===== config.mk =====
export PLATFORM = sky130hd
export DESIGN_NAME = counting_semaphore_fifo_waiters
export DESIGN_NICKNAME = d
export VERILOG_FILES = /design/src/rtl/csfw_pkg.sv /design/src/rtl/csfw_dp.sv /design/src/rtl/csfw_ctrl.sv /design/src/rtl/counting_semaphore_fifo_waiters.sv
export SDC_FILE = /design/constraint.sdc
export NUM_CORES = 1
export LEC_CHECK = 0
export BUFFER_PORTS_ARGS = -buffer_cell sky130_fd_sc_hd__buf_2
export CAP_MARGIN = 20
export CORE_MARGIN = 4
export CORE_UTILIZATION = 26
export DETAILED_ROUTE_END_ITERATION = 16
export RECOVER_POWER = 100
export REMOVE_ABC_BUFFERS = 1
export SETUP_SLACK_MARGIN = 0.05
export SLEW_MARGIN = 30
export SYNTH_ARGS = -nofsm -noshare
export SYNTH_HDL_FRONTEND = slang
export SYNTH_SLANG_ARGS = --single-unit
export TNS_END_PERCENT = 50

===== constraint.sdc =====
create_clock -name clk -period 6.83 [get_ports clk]
set_input_delay 2.049 -clock clk [delete_from_list [all_inputs] [get_ports clk]]
set_output_delay 2.049 -clock clk [all_outputs]
set_load 0.02 [all_outputs]

===== src/rtl/csfw_pkg.sv =====
// ----------------------------------------------------------------------------
// csfw_pkg: shared definitions for the counting semaphore
// Operation and status codes, default sizes and the control/status bundles
// that join the controller to the datapath.
// ----------------------------------------------------------------------------
`default_nettype none

package csfw_pkg;

  localparam int WAIT_DEPTH_DEF     = 16;
  localparam int THREAD_ID_BITS_DEF = 8;
  localparam int COUNT_BITS_DEF     = 16;

  localparam int UNITS_BITS   = 16;
  localparam int INIT_BITS    = 16;
  localparam int MAX_RESULTS  = 16;
  localparam int RES_CNT_BITS = $clog2(MAX_RESULTS + 1);

  typedef enum logic [1:0] {
    KIND_WAIT   = 2'd0,
    KIND_SIGNAL = 2'd1,
    KIND_CLOSE  = 2'd2,
    KIND_UNUSED = 2'd3
  } kind_t;

  typedef enum logic [2:0] {
    ST_ACQUIRED    = 3'd0,
    ST_QUEUED      = 3'd1,
    ST_NOOP        = 3'd2,
    ST_SIGNALLED   = 3'd3,
    ST_CLOSED_ERR  = 3'd4,
    ST_CLOSED_DONE = 3'd5,
    ST_FULL        = 3'd6
  } status_t;

  typedef struct packed {
    logic    load_item;
    logic    acquire;
    logic    push;
    logic    add;
    logic    pop;
    logic    sub_head;
    logic    close_set;
    logic    clear_ptrs;
    logic    res_clear;
    logic    res_inc;
    logic    pend_load;
    status_t pend_status;
    logic    out_pend;
    logic    out_pend_last;
    logic    out_direct;
    status_t direct_status;
  } csfw_cmd_t;

  typedef struct packed {
    kind_t kind;
    logic  closed;
    logic  units_zero;
    logic  count_ge_units;
    logic  full;
    logic  fill_zero;
    logic  count_ge_head;
    logic  res_zero;
    logic  res_lt_max;
    logic  out_free;
  } csfw_stat_t;

endpackage

`default_nettype wire


===== src/rtl/csfw_dp.sv =====
// ----------------------------------------------------------------------------
// csfw_dp: semaphore datapath
// Count, closed flag, waiter queue memory and pointers, the staged result
// and the output register.
// ----------------------------------------------------------------------------
`default_nettype none

module csfw_dp
  import csfw_pkg::*;
#(
  parameter int WAIT_DEPTH     = WAIT_DEPTH_DEF,
  parameter int THREAD_ID_BITS = THREAD_ID_BITS_DEF,
  parameter int COUNT_BITS     = COUNT_BITS_DEF
) (
  input  logic                      clk,
  input  logic                      rst,
  input  csfw_cmd_t                 cmd,
  output csfw_stat_t                stat,
  input  logic                      cfg_write_en,
  input  logic [INIT_BITS-1:0]      cfg_write_data,
  input  logic [1:0]                kind,
  input  logic [THREAD_ID_BITS-1:0] thread_id,
  input  logic [UNITS_BITS-1:0]     units,
  output logic                      out_valid,
  input  logic                      out_ready,
  output status_t                   out_status,
  output logic                      woken_valid,
  output logic [THREAD_ID_BITS-1:0] woken_thread,
  output logic [COUNT_BITS-1:0]     count_now,
  output logic                      last
);

  localparam int PTR_BITS  = $clog2(WAIT_DEPTH);
  localparam int FILL_BITS = $clog2(WAIT_DEPTH + 1);
  localparam int CW        = (COUNT_BITS > UNITS_BITS) ? COUNT_BITS : UNITS_BITS;

  localparam logic [CW:0] COUNT_MAX_W = {{(CW + 1 - COUNT_BITS){1'b0}}, {COUNT_BITS{1'b1}}};

  logic [THREAD_ID_BITS-1:0] mem_thread [WAIT_DEPTH];
  logic [UNITS_BITS-1:0]     mem_req    [WAIT_DEPTH];
  logic [THREAD_ID_BITS-1:0] rd_thread;
  logic [UNITS_BITS-1:0]     rd_req;

  kind_t                     kind_r;
  logic [THREAD_ID_BITS-1:0] tid_r;
  logic [UNITS_BITS-1:0]     units_r;

  logic [COUNT_BITS-1:0]   count, count_next;
  logic                    closed;
  logic [PTR_BITS-1:0]     head, tail;
  logic [FILL_BITS-1:0]    fill;
  logic [RES_CNT_BITS-1:0] res_cnt;

  status_t                   pend_status;
  logic [THREAD_ID_BITS-1:0] pend_tid;
  logic [COUNT_BITS-1:0]     pend_count;

  logic [CW-1:0] count_w, units_w, req_w;
  logic [CW:0]   sum_w;
  logic [CW-1:0] diff_units, diff_req;

  function automatic logic [PTR_BITS-1:0] ptr_inc(input logic [PTR_BITS-1:0] p);
    ptr_inc = (p == PTR_BITS'(WAIT_DEPTH - 1)) ? '0 : p + 1'b1;
  endfunction

  assign count_w    = CW'(count);
  assign units_w    = CW'(units_r);
  assign req_w      = CW'(rd_req);
  assign sum_w      = {1'b0, count_w} + {1'b0, units_w};
  assign diff_units = count_w - units_w;
  assign diff_req   = count_w - req_w;

  always_comb begin
    count_next = count;
    if (cfg_write_en) begin
      count_next = COUNT_BITS'(cfg_write_data);
    end else if (cmd.acquire) begin
      count_next = diff_units[COUNT_BITS-1:0];
    end else if (cmd.add) begin
      count_next = (sum_w > COUNT_MAX_W) ? COUNT_MAX_W[COUNT_BITS-1:0] : sum_w[COUNT_BITS-1:0];
    end else if (cmd.pop && cmd.sub_head) begin
      count_next = diff_req[COUNT_BITS-1:0];
    end
  end

  assign stat.kind           = kind_r;
  assign stat.closed         = closed;
  assign stat.units_zero     = (units_r == '0);
  assign stat.count_ge_units = (count_w >= units_w);
  assign stat.full           = (fill == FILL_BITS'(WAIT_DEPTH));
  assign stat.fill_zero      = (fill == '0);
  assign stat.count_ge_head  = (count_w >= req_w);
  assign stat.res_zero       = (res_cnt == '0);
  assign stat.res_lt_max     = (res_cnt < RES_CNT_BITS'(MAX_RESULTS));
  assign stat.out_free       = !out_valid || out_ready;

  // queue storage, registered read of the head slot
  always_ff @(posedge clk) begin
    if (cmd.push) begin
      mem_thread[tail] <= tid_r;
      mem_req[tail]    <= units_r;
    end
    rd_thread <= mem_thread[head];
    rd_req    <= mem_req[head];
  end

  // item, staged result and output payload
  always_ff @(posedge clk) begin
    if (cmd.load_item) begin
      kind_r  <= kind_t'(kind);
      tid_r   <= thread_id;
      units_r <= units;
    end
    if (cmd.pend_load) begin
      pend_status <= cmd.pend_status;
      pend_tid    <= rd_thread;
      pend_count  <= count_next;
    end
    if (cmd.out_direct) begin
      out_status   <= cmd.direct_status;
      woken_valid  <= 1'b0;
      woken_thread <= '0;
      count_now    <= count_next;
      last         <= 1'b1;
    end else if (cmd.out_pend) begin
      out_status   <= pend_status;
      woken_valid  <= 1'b1;
      woken_thread <= pend_tid;
      count_now    <= pend_count;
      last         <= cmd.out_pend_last;
    end
  end

  always_ff @(posedge clk) begin
    if (rst) begin
      count     <= '0;
      closed    <= 1'b0;
      head      <= '0;
      tail      <= '0;
      fill      <= '0;
      res_cnt   <= '0;
      out_valid <= 1'b0;
    end else begin
      count <= count_next;
      if (cmd.close_set) begin
        closed <= 1'b1;
      end
      if (cmd.clear_ptrs) begin
        head <= '0;
        tail <= '0;
      end else begin
        if (cmd.pop) begin
          head <= ptr_inc(head);
        end
        if (cmd.push) begin
          tail <= ptr_inc(tail);
        end
      end
      if (cmd.push) begin
        fill <= fill + 1'b1;
      end else if (cmd.pop) begin
        fill <= fill - 1'b1;
      end
      if (cmd.res_clear) begin
        res_cnt <= '0;
      end else if (cmd.res_inc) begin
        res_cnt <= res_cnt + 1'b1;
      end
      if (cmd.out_direct || cmd.out_pend) begin
        out_valid <= 1'b1;
      end else if (out_ready) begin
        out_valid <= 1'b0;
      end
    end
  end

endmodule

`default_nettype wire


===== src/rtl/csfw_ctrl.sv =====
// ----------------------------------------------------------------------------
// csfw_ctrl: semaphore controller
// Decodes the held word and sequences the queue walk for signal and close.
// ----------------------------------------------------------------------------
`default_nettype none

module csfw_ctrl
  import csfw_pkg::*;
(
  input  logic       clk,
  input  logic       rst,
  input  logic       in_valid,
  output logic       in_ready,
  input  csfw_stat_t stat,
  output csfw_cmd_t  cmd
);

  typedef enum logic [1:0] {
    S_IDLE,
    S_EXEC,
    S_READ,
    S_TEST
  } state_t;

  state_t state, state_next;
  logic   is_close;
  logic   more;

  assign in_ready = (state == S_IDLE) && !rst;
  assign is_close = (stat.kind == KIND_CLOSE);
  // another waiter leaves the queue
  assign more = is_close ? !stat.fill_zero
                         : (!stat.fill_zero && stat.res_lt_max && stat.count_ge_head);

  always_comb begin
    cmd         = '0;
    cmd.pend_status   = is_close ? ST_CLOSED_DONE : ST_SIGNALLED;
    cmd.direct_status = ST_NOOP;
    cmd.sub_head      = !is_close;
    state_next  = state;
    unique case (state)
      S_IDLE: begin
        if (in_valid) begin
          cmd.load_item = 1'b1;
          state_next    = S_EXEC;
        end
      end
      S_EXEC: begin
        priority if (stat.kind == KIND_UNUSED) begin
          cmd.direct_status = ST_NOOP;
          cmd.out_direct    = stat.out_free;
        end else if (stat.closed) begin
          cmd.direct_status = ST_CLOSED_ERR;
          cmd.out_direct    = stat.out_free;
        end else if (is_close) begin
          cmd.close_set = 1'b1;
          cmd.res_clear = 1'b1;
        end else if (stat.units_zero) begin
          cmd.direct_status = ST_NOOP;
          cmd.out_direct    = stat.out_free;
        end else if (stat.kind == KIND_SIGNAL) begin
          cmd.add       = 1'b1;
          cmd.res_clear = 1'b1;
        end else if (stat.count_ge_units) begin
          cmd.direct_status = ST_ACQUIRED;
          cmd.out_direct    = stat.out_free;
          cmd.acquire       = stat.out_free;
        end else if (stat.full) begin
          cmd.direct_status = ST_FULL;
          cmd.out_direct    = stat.out_free;
        end else begin
          cmd.direct_status = ST_QUEUED;
          cmd.out_direct    = stat.out_free;
          cmd.push          = stat.out_free;
        end
        if (cmd.out_direct) begin
          state_next = S_IDLE;
        end else if (cmd.add || cmd.close_set) begin
          state_next = S_TEST;
        end
      end
      S_READ: begin
        state_next = S_TEST;
      end
      S_TEST: begin
        priority if (stat.res_zero) begin
          if (more) begin
            cmd.pop       = 1'b1;
            cmd.pend_load = 1'b1;
            cmd.res_inc   = 1'b1;
            state_next    = S_READ;
          end else if (stat.out_free) begin
            cmd.direct_status = is_close ? ST_CLOSED_DONE : ST_SIGNALLED;
            cmd.out_direct    = 1'b1;
            cmd.clear_ptrs    = is_close;
            state_next        = S_IDLE;
          end
        end else if (more && !stat.res_lt_max) begin
          // result limit reached: close drains the rest unreported
          cmd.pop = 1'b1;
        end else if (stat.out_free) begin
          cmd.out_pend      = 1'b1;
          cmd.out_pend_last = !more;
          if (more) begin
            cmd.pop       = 1'b1;
            cmd.pend_load = 1'b1;
            cmd.res_inc   = 1'b1;
            state_next    = S_READ;
          end else begin
            cmd.clear_ptrs = is_close;
            state_next     = S_IDLE;
          end
        end else begin
          // output register still occupied: hold the staged result
        end
      end
      default: state_next = S_IDLE;
    endcase
  end

  always_ff @(posedge clk) begin
    if (rst) begin
      state <= S_IDLE;
    end else begin
      state <= state_next;
    end
  end

endmodule

`default_nettype wire


===== src/rtl/counting_semaphore_fifo_waiters.sv =====
// ----------------------------------------------------------------------------
// counting_semaphore_fifo_waiters: counting semaphore with FIFO wait queue
// Wait, signal and close operations on one count; blocked waiters are held
// in a queue memory and woken in strict order.
// ----------------------------------------------------------------------------
// Usage:
//   Input channel (in_valid/in_ready) carries one word per operation: kind,
//   thread_id, units. Output channel (out_valid/out_ready) returns one or
//   more result words per operation; last marks the final one.
//   cfg_write_en/cfg_write_data load the count; write only while idle.
// Sequencing:
//   One operation is taken at a time. A wait, a zero-unit or unused-kind word,
//   or any word once closed is accepted, then executed. A signal or close is
//   accepted, executed and tested, then each woken thread passes a read state
//   and a test state: the head entry comes out of the queue memory through a
//   registered read port, so each wake costs a read and a test.
//   A close past 16 reported wakes drains the rest at one waiter per cycle.
// Reset:
//   rst (synchronous) clears count to 0, the closed flag, queue pointers and
//   fill, and holds in_ready low; queue memory is not cleared, needs no sweep.
// Stall:
//   A result waits in the output register while out_ready is low; the next
//   operation is still accepted, and the engine holds only when it has
//   another result to place.
// ----------------------------------------------------------------------------
`default_nettype none

module counting_semaphore_fifo_waiters
  import csfw_pkg::*;
#(
  parameter int WAIT_DEPTH     = WAIT_DEPTH_DEF,
  parameter int THREAD_ID_BITS = THREAD_ID_BITS_DEF,
  parameter int COUNT_BITS     = COUNT_BITS_DEF
) (
  input  logic                      clk,
  input  logic                      rst,
  input  logic                      cfg_write_en,
  input  logic [INIT_BITS-1:0]      cfg_write_data,
  input  logic                      in_valid,
  output logic                      in_ready,
  input  logic [1:0]                kind,
  input  logic [THREAD_ID_BITS-1:0] thread_id,
  input  logic [UNITS_BITS-1:0]     units,
  output logic                      out_valid,
  input  logic                      out_ready,
  output logic [2:0]                status,
  output logic                      woken_valid,
  output logic [THREAD_ID_BITS-1:0] woken_thread,
  output logic [COUNT_BITS-1:0]     count_now,
  output logic                      last
);

  csfw_cmd_t  cmd;   // controller -> datapath
  csfw_stat_t stat;  // datapath -> controller
  status_t    out_status;

  assign status = out_status;

  csfw_ctrl u_ctrl (
    .clk      (clk),
    .rst      (rst),
    .in_valid (in_valid),
    .in_ready (in_ready),
    .stat     (stat),
    .cmd      (cmd)
  );

  csfw_dp #(
    .WAIT_DEPTH     (WAIT_DEPTH),
    .THREAD_ID_BITS (THREAD_ID_BITS),
    .COUNT_BITS     (COUNT_BITS)
  ) u_dp (
    .clk            (clk),
    .rst            (rst),
    .cmd            (cmd),
    .stat           (stat),
    .cfg_write_en   (cfg_write_en),
    .cfg_write_data (cfg_write_data),
    .kind           (kind),
    .thread_id      (thread_id),
    .units          (units),
    .out_valid      (out_valid),
    .out_ready      (out_ready),
    .out_status     (out_status),
    .woken_valid    (woken_valid),
    .woken_thread   (woken_thread),
    .count_now      (count_now),
    .last           (last)
  );

  // one operation in flight: no second accept right after one
  a_one_in_flight: assert property (@(posedge clk) disable iff (rst)
    (in_valid && in_ready) |=> !in_ready)
    else $error("word accepted while previous operation still executing");

  // never push into a full queue
  a_no_push_full: assert property (@(posedge clk) disable iff (rst)
    !(cmd.push && stat.full))
    else $error("push into full wait queue");

  // a result is never placed over one that is still waiting
  a_no_overwrite: assert property (@(posedge clk) disable iff (rst)
    (cmd.out_direct || cmd.out_pend) |-> (!out_valid || out_ready))
    else $error("output register overwritten while stalled");

  // results that wake no thread carry no thread id and are the last word
  a_woken_zero: assert property (@(posedge clk) disable iff (rst)
    (out_valid && !woken_valid) |-> (woken_thread == '0 && last))
    else $error("non-wake result with thread id or without last");

endmodule

`default_nettype wire


Word-level counts from Yosys, hierarchy flattened
Memory sizes are Yosys's and may differ from the RTL's. A register that Yosys moved wholly into a read port is not among the register bits.
Index checks and enable logic that the tools add are counted.
{ "totals": {"ff_bits": 120, "ram_bits": 384, "word_cells": 156, "memories": 2} }
{ "classes": {"addsub": 8, "order_cmp": 4, "n_eq_ne": 14, "mux": 85, "reduce_logical": 24} }
{ "memory_table": {"columns": ["name", "words", "word_bits", "rd", "rd_clocked_by_memory_dff", "wr", "line_no", "rtl"], "rows": [
  ["u_dp.mem_req", 16, 16, 1, 1, 1, "csfw_dp.sv:40", "logic [UNITS_BITS-1:0] mem_req [WAIT_DEPTH];"],
  ["u_dp.mem_thread", 16, 8, 1, 1, 1, "csfw_dp.sv:39", "logic [THREAD_ID_BITS-1:0] mem_thread [WAIT_DEPTH];"]
]} }
{ "op_table": {"columns": ["cell", "count"], "rows": [
  ["16-bit two-way mux", 7],
  ["4-bit two-way mux", 11],
  ["2-bit two-way mux", 19],
  ["1-bit two-way mux", 33],
  ["3-bit two-way mux", 11],
  ["16-bit >= comparator", 2],
  ["16-bit subtractor", 2],
  ["16-bit by 16-bit adder with 17-bit output", 1],
  ["17-bit by 16-bit > comparator with 1-bit output, second input constant", 1],
  ["16-bit logical NOT", 1],
  ["5-bit by 1-bit adder with 5-bit output, second input constant", 2],
  ["5-bit logical NOT", 2],
  ["5-bit two-way mux", 2],
  ["4-bit by 1-bit adder with 4-bit output, second input constant", 2],
  ["2-bit == test, second input constant", 4],
  ["4-bit == test, second input constant", 2],
  ["2-bit case mux with 4 select lines", 1],
  ["4-bit case mux with 2 select lines", 1],
  ["1-bit logical NOT", 6],
  ["3-bit by 1-bit != test with 1-bit output, second input constant", 2],
  ["2-bit nonzero test", 3],
  ["5-bit == test, second input constant", 1],
  ["1-bit logical AND", 5],
  ["5-bit less-than comparator, second input constant", 1],
  ["other kinds (9)", 13]
]} }

Longest topological paths before layout
{ "logic_depth": {"ltp_word": 16, "mapped_depth": 16, "ltp_nobuf": 15} }

By module
Synthesis repeated with hierarchy kept, for this count alone.
{ "hier_totals": {"hier_cells": 1412, "area_unflattened_um2": 22641.7} }
{ "modules_own_cells": {"columns": ["mod", "n_inst", "cells_per_inst", "area_each_um2", "seq_area_each_um2"], "rows": [
  ["csfw_dp", 1, 1343, 22215.1, 15094.5],
  ["csfw_ctrl", 1, 69, 426.7, 40.0]
]} }

Worst setup path before layout
OpenSTA, ideal clock, no wires.
{ "synth_timing": {"path_type": "input-to-reg", "from": "input out_ready", "to": "memory u_dp.mem_req[0][0], enable pin", "setup_time_ns": 0.435, "t_arrival_ns": 4.649, "setup_slack_ns": 1.746, "path_stages": 6, "path_buffers": 2, "cell_sequence": "nor2b_1 clkbuf_1 nor3_1 clkbuf_1 nand2_1 nor3_1"} }
{ "synth_between": {"elab_chain_cells": 12} }
{ "synth_rtl": {"columns": ["element", "line_no", "rtl"], "rows": [
  ["from (decl)", "counting_semaphore_fifo_waiters.sv:45", "input logic out_ready,"],
  ["1-bit logical OR", "csfw_dp.sv:95", "assign stat.out_free = !out_valid || out_ready;"],
  ["1-bit two-way mux", "csfw_ctrl.sv:68", "end else if (stat.full) begin"],
  ["1-bit two-way mux", "csfw_ctrl.sv:64", "end else if (stat.count_ge_units) begin"],
  ["2-bit two-way mux", "csfw_ctrl.sv:61", "end else if (stat.kind == KIND_SIGNAL) begin"],
  ["3-bit two-way mux", "csfw_ctrl.sv:58", "end else if (stat.units_zero) begin"],
  ["3-bit two-way mux", "csfw_ctrl.sv:55", "end else if (is_close) begin"],
  ["3-bit two-way mux", "csfw_ctrl.sv:52", "end else if (stat.closed) begin"],
  ["3-bit two-way mux", "csfw_ctrl.sv:49", "priority if (stat.kind == KIND_UNUSED) begin"],
  ["3-bit two-way mux (2 in series)", "csfw_ctrl.sv:41", "unique case (state)"],
  ["1-bit two-way mux", "csfw_dp.sv:99", "if (cmd.push) begin"],
  ["1-bit two-way mux (implied by the code)", "csfw_dp.sv:101", "mem_req[tail] <= units_r;"],
  ["to (decl)", "csfw_dp.sv:40", null]
]} }
No other way between the ends. The select of a mux whose other input is x is not followed.

Worst setup path in the final report
{ "layout_timing": {"from": "register u_dp.units_r[13]", "to": "memory u_dp.mem_req[4][1], enable pin"} }
{ "layout_between": {"elab_chain_cells": 11, "elab_cells_between_ends": 12, "cone_classes": "order compare: 1; mux: 10; reduce/logical: 1"} }
{ "layout_rtl": {"columns": ["element", "line_no", "rtl"], "rows": [
  ["from (decl)", "csfw_dp.sv:46", "logic [UNITS_BITS-1:0] units_r;"],
  ["from (signal assigned)", "csfw_dp.sv:112", "units_r <= units;"],
  ["16-bit >= comparator", "csfw_dp.sv:89", "assign stat.count_ge_units = (count_w >= units_w);"],
  ["1-bit two-way mux", "csfw_ctrl.sv:64", null],
  ["2-bit two-way mux", "csfw_ctrl.sv:61", null],
  ["3-bit two-way mux *", "csfw_ctrl.sv:58", null],
  ["3-bit two-way mux *", "csfw_ctrl.sv:55", null],
  ["3-bit two-way mux *", "csfw_ctrl.sv:52", null],
  ["3-bit two-way mux *", "csfw_ctrl.sv:49", null],
  ["3-bit two-way mux * (2 in series)", "csfw_ctrl.sv:41", null],
  ["1-bit two-way mux *", "csfw_dp.sv:99", null],
  ["1-bit two-way mux (implied by the code) *", "csfw_dp.sv:101", null]
]} }
Mark *: on every way between the ends. The rest lies on a longest branch, timed or not. The select of a mux whose other input is x is not followed.

==> run metrics <==
worst hold path type flop to flop; P per Cell Area 268 nW/um2; area of the mapped netlist between 20000 and 25000 um2; status complete, but fails checks; via count 13100; post-synthesis xor/xnor area fraction 0.00927; adder-cell share of the synthesized area 0.0355; Setup crit end u_dp.mem_req[4][1]; proportion of power drawn by the clock network 0.412; Row Count around 110; Starting Density 0.262; number of buffers added on ports 77; vias in the first global route roughly 13000; final WL 60300 um; Yosys cell types 79; CTS buffer count between 50 and 60; top cells by area, synth edfxtp_1, mux4_2, dfxtp_1; Synth top cells by count edfxtp_1, mux4_2, nor2_1, dfxtp_1, inv_1; flops & latches, synth roughly 530; post-synthesis sequential area ratio 0.666; reg2reg start u_dp.units_r[13]; global placement routability congestion 0.849; Layout Cells excl Fill 2716; post-layout net count 1627; area delta synth->final 15.7%; area of the multi-input gates 7090 um2; post-synthesis mux area share 0.132; # DRC 0; ys async rst share 0; top-level I/O count 78; Worst-Margin Slew around 3.8 ns; crit path DAT 5.72 ns; Die W roughly 300 um; CTS H-Tree Depth 2; CP Capture Type flop; Fill cells 8518; switching power 1.66 mW; fin. max-slew vios 157; R2R Setup Slk 1.31 ns; CTS Root Cell clkbuf_16; achievable frequency 181 MHz; Ys Warns 0; Max-cap violations 6; critical path type flop to flop; clk_skew 0.0406 ns; first-pass GRT wire length 88300 um; internal power 5.38 mW; period utilization 0.808; total track usage 0.129; failing checks capacitance limit, slew limit; largest net degree at the start of global routing 58; Max Root-Sink Buffers 3; Initial DRT Pass Iterations 5; Period minus WS final 5.52 ns; Finish-stage setup viols 0; Synth Area in Compound Gates 0.0700; simple-gate share of the synthesized area 0.0649; count leader, synth edfxtp_1; main combinational cell family by area after synthesis multiplexers; drt wl/cell about 22 um; area share of the largest cell type after synthesis 0.602; ordered list of cells on the worst path clkbuf_1, inv_1, ha_1, a21oi_1, o211ai_1, a311oi_1, a21oi_1, nor3_1, buf_4, nand2_1, nor2_4, clkbuf_1; RSZ-0062 raised after global routing false; detailed placement HPWL roughly 38000 um; register share of total power 0.516; cell count after synthesis approximately 1400; Die H 303 um; crit start category flop; worst r2r path cells 12; CTS resizes 0; P_leak approximately 8.6 nW; core box area 86600 um2; post-place setup slack 1.83 ns; Clk pin slew, worst setup/hold paths 0.06 ns; CTS tree built; Slew headroom -1.53; Sequential Area ~15000 um2; share of post-route cells with drive strength above 1 0.187; CP max FO 19; Ant. Diodes 0; post-route setup slack around 1.3 ns; post-synth top area cell edfxtp_1; Iteration-0 DRC Markers around 1300; clk_lat worst skew 0.62 ns; initial antenna violation count 1; grt ovf 0; Req. time, crit path between 7 and 8 ns; slowest CP cell clkbuf_1; Sw Share 0.235; CTS Sinks 527; Die ar. 92000 um2; vias per cell 4.84; dpl cells 2619; reg2reg end u_dp.mem_req[4][1]; Comb power frac 0.072; Final Hold Vio Count 0; Antenna Violating Nets Remaining 0; worst setup path startpoint u_dp.units_r[13]; Avg Inst Size Synth 16.1 um2; setup_tns 0 ns; Post-synth EDFFs between 400 and 500; main flop type after synthesis edfxtp_1; CP peak stage delay 0.88 ns; Post-CTS Repair Setup Buffers 0; hold_buf cts 0; VDD IR-drop max 0.000145 V
==> through the flow <==
step           utilization  instance area (um2)  power, mW  hold WS, ns
2_1_floorplan            -                22400       4.00        0.386
3_3_place_gp         0.285                24700       4.21        0.388
3_5_place_dp         0.285                24700       4.22        0.389
4_1_cts              0.305                26400       7.13        0.404
5_1_grt              0.303                26200       7.30        0.408
6_report             0.303                26200       7.04        0.399
==> critical path, delay by kind of cell (launching register included) <==
family                     cells  cell delay (ns)
buffers and inverters          4             1.93
AOI/OAI and AO/OA              4             1.48
DFF                            1             0.32
and+or+nand+nor                3             0.92
adders and majority gates      1             0.44
==> cells in the final DEF (no fill, tap or decap), types with 7 or more instances in the layout <==
cell / Yosys / routed
nor2b_1: 17 / 17
a21o_1: 8 / 8
nor2_2: 0 / 10
a21oi_1: 53 / 53
nand2b_1: 13 / 13
buf_4: 0 / 20
edfxtp_1: 455 / 455
o21ai_0: 27 / 36
ha_1: 58 / 58
nor2_1: 95 / 84
nand4_1: 9 / 9
o31a_1: 11 / 11
o211ai_1: 12 / 12
o21a_1: 8 / 8
mux2i_1: 17 / 17
nand2_1: 59 / 58
clkinv_2: 0 / 13
and3_1: 8 / 8
nor3b_1: 8 / 8
clkbuf_16: 0 / 52
mux4_2: 120 / 120
nor3_1: 28 / 28
nor4_1: 7 / 7
mux2_2: 11 / 11
clkbuf_1: 43 / 69
clkbuf_8: 0 / 7
dfxtp_1: 72 / 70
nand3_1: 11 / 10
xnor2_1: 12 / 12
o21bai_1: 7 / 7
inv_1: 66 / 67
buf_2: 5 / 37
a211oi_1: 15 / 15
xor2_1: 12 / 12
==> power groups by stage <==
stage               combinational (mW)  sequential, mW  clock [mW]
detailed placement               0.517            3.70           0
floorplan                        0.304            3.70           0
finish                           0.505            3.63        2.90
CTS                              0.520            3.63        2.98
global route                     0.549            3.64        3.11
global placement                 0.510            3.70           0
==> per-layer routing <==
| metal | vias to the layer above | wire length, um | track usage |
|---|---|---|---|
| met3 | 100 | 2740 | 0.0170 |
| li1 | 5811 | - | - |
| met2 | 399 | 29000 | 0.213 |
| met5 | - | 0 | 0 |
| met1 | 6838 | 27000 | 0.179 |
| met4 | 0 | 1450 | 0.0344 |
==> flip-flops by register name, summed over array words and instances (netlist names) <==
| register | cells |
|---|---|
| u_dp.tail | 4 |
| u_dp.woken_thread | 8 |
| u_dp.count | 16 |
| u_dp.out_status | 3 |
| u_dp.pend_status | 2 |
| u_dp.rd_req | 16 |
| u_dp.count_now | 16 |
| u_dp.mem_thread | 128 |
| u_dp.units_r | 16 |
| u_dp.out_valid | 1 |
| u_dp.pend_tid | 8 |
| u_dp.kind_r | 2 |
| u_dp.last | 1 |
| u_dp.woken_valid | 1 |
| u_dp.pend_count | 16 |
| u_dp.res_cnt | 5 |
| u_dp.head | 4 |
| u_dp.rd_thread | 8 |
| u_dp.fill | 5 |
| u_dp.mem_req | 256 |
| u_dp.tid_r | 8 |
| u_dp.closed | 1 |
| u_ctrl.state | 2 |
==> worst min-delay path by stage <==
stage	slack, ns	to	from	cells past startpoint
3_5_place_dp	0.39	u_dp.pend_tid[4]	u_dp.rd_thread[4]	0
3_3_place_gp	0.39	u_dp.pend_tid[1]	u_dp.rd_thread[1]	0
4_1_cts	0.40	u_dp.pend_tid[5]	u_dp.rd_thread[5]	0
5_1_grt	0.41	u_dp.pend_tid[4]	u_dp.rd_thread[4]	0
2_1_floorplan	0.39	u_dp.pend_tid[0]	u_dp.rd_thread[0]	0
6_report	0.40	u_dp.pend_tid[4]	u_dp.rd_thread[4]	0
==> cells by family after synthesis <==
kind of cell / count (synthesis)
DFF: 527
muxes: 148
AOI/OAI and AO/OA: 224
xor gates and xnor gates: 24
and+or+nand+nor: 295
adders and majority gates: 62
buffers and inverters: 130
==> cell type report <==
| cell class | instances | share of cell area |
|---|---|---|
| Sequential cell | 527 | 0.576 |
| Timing Repair Buffer | 118 | 0.0233 |
| Inverter | 67 | 0.00958 |
| Tap cell | 1155 | 0.0551 |
| Clock inverter | 27 | 0.0116 |
| Clock buffer | 69 | 0.0547 |
| Multi-Input combinational cell | 753 | 0.270 |
(Power assumes the default switching activity.)
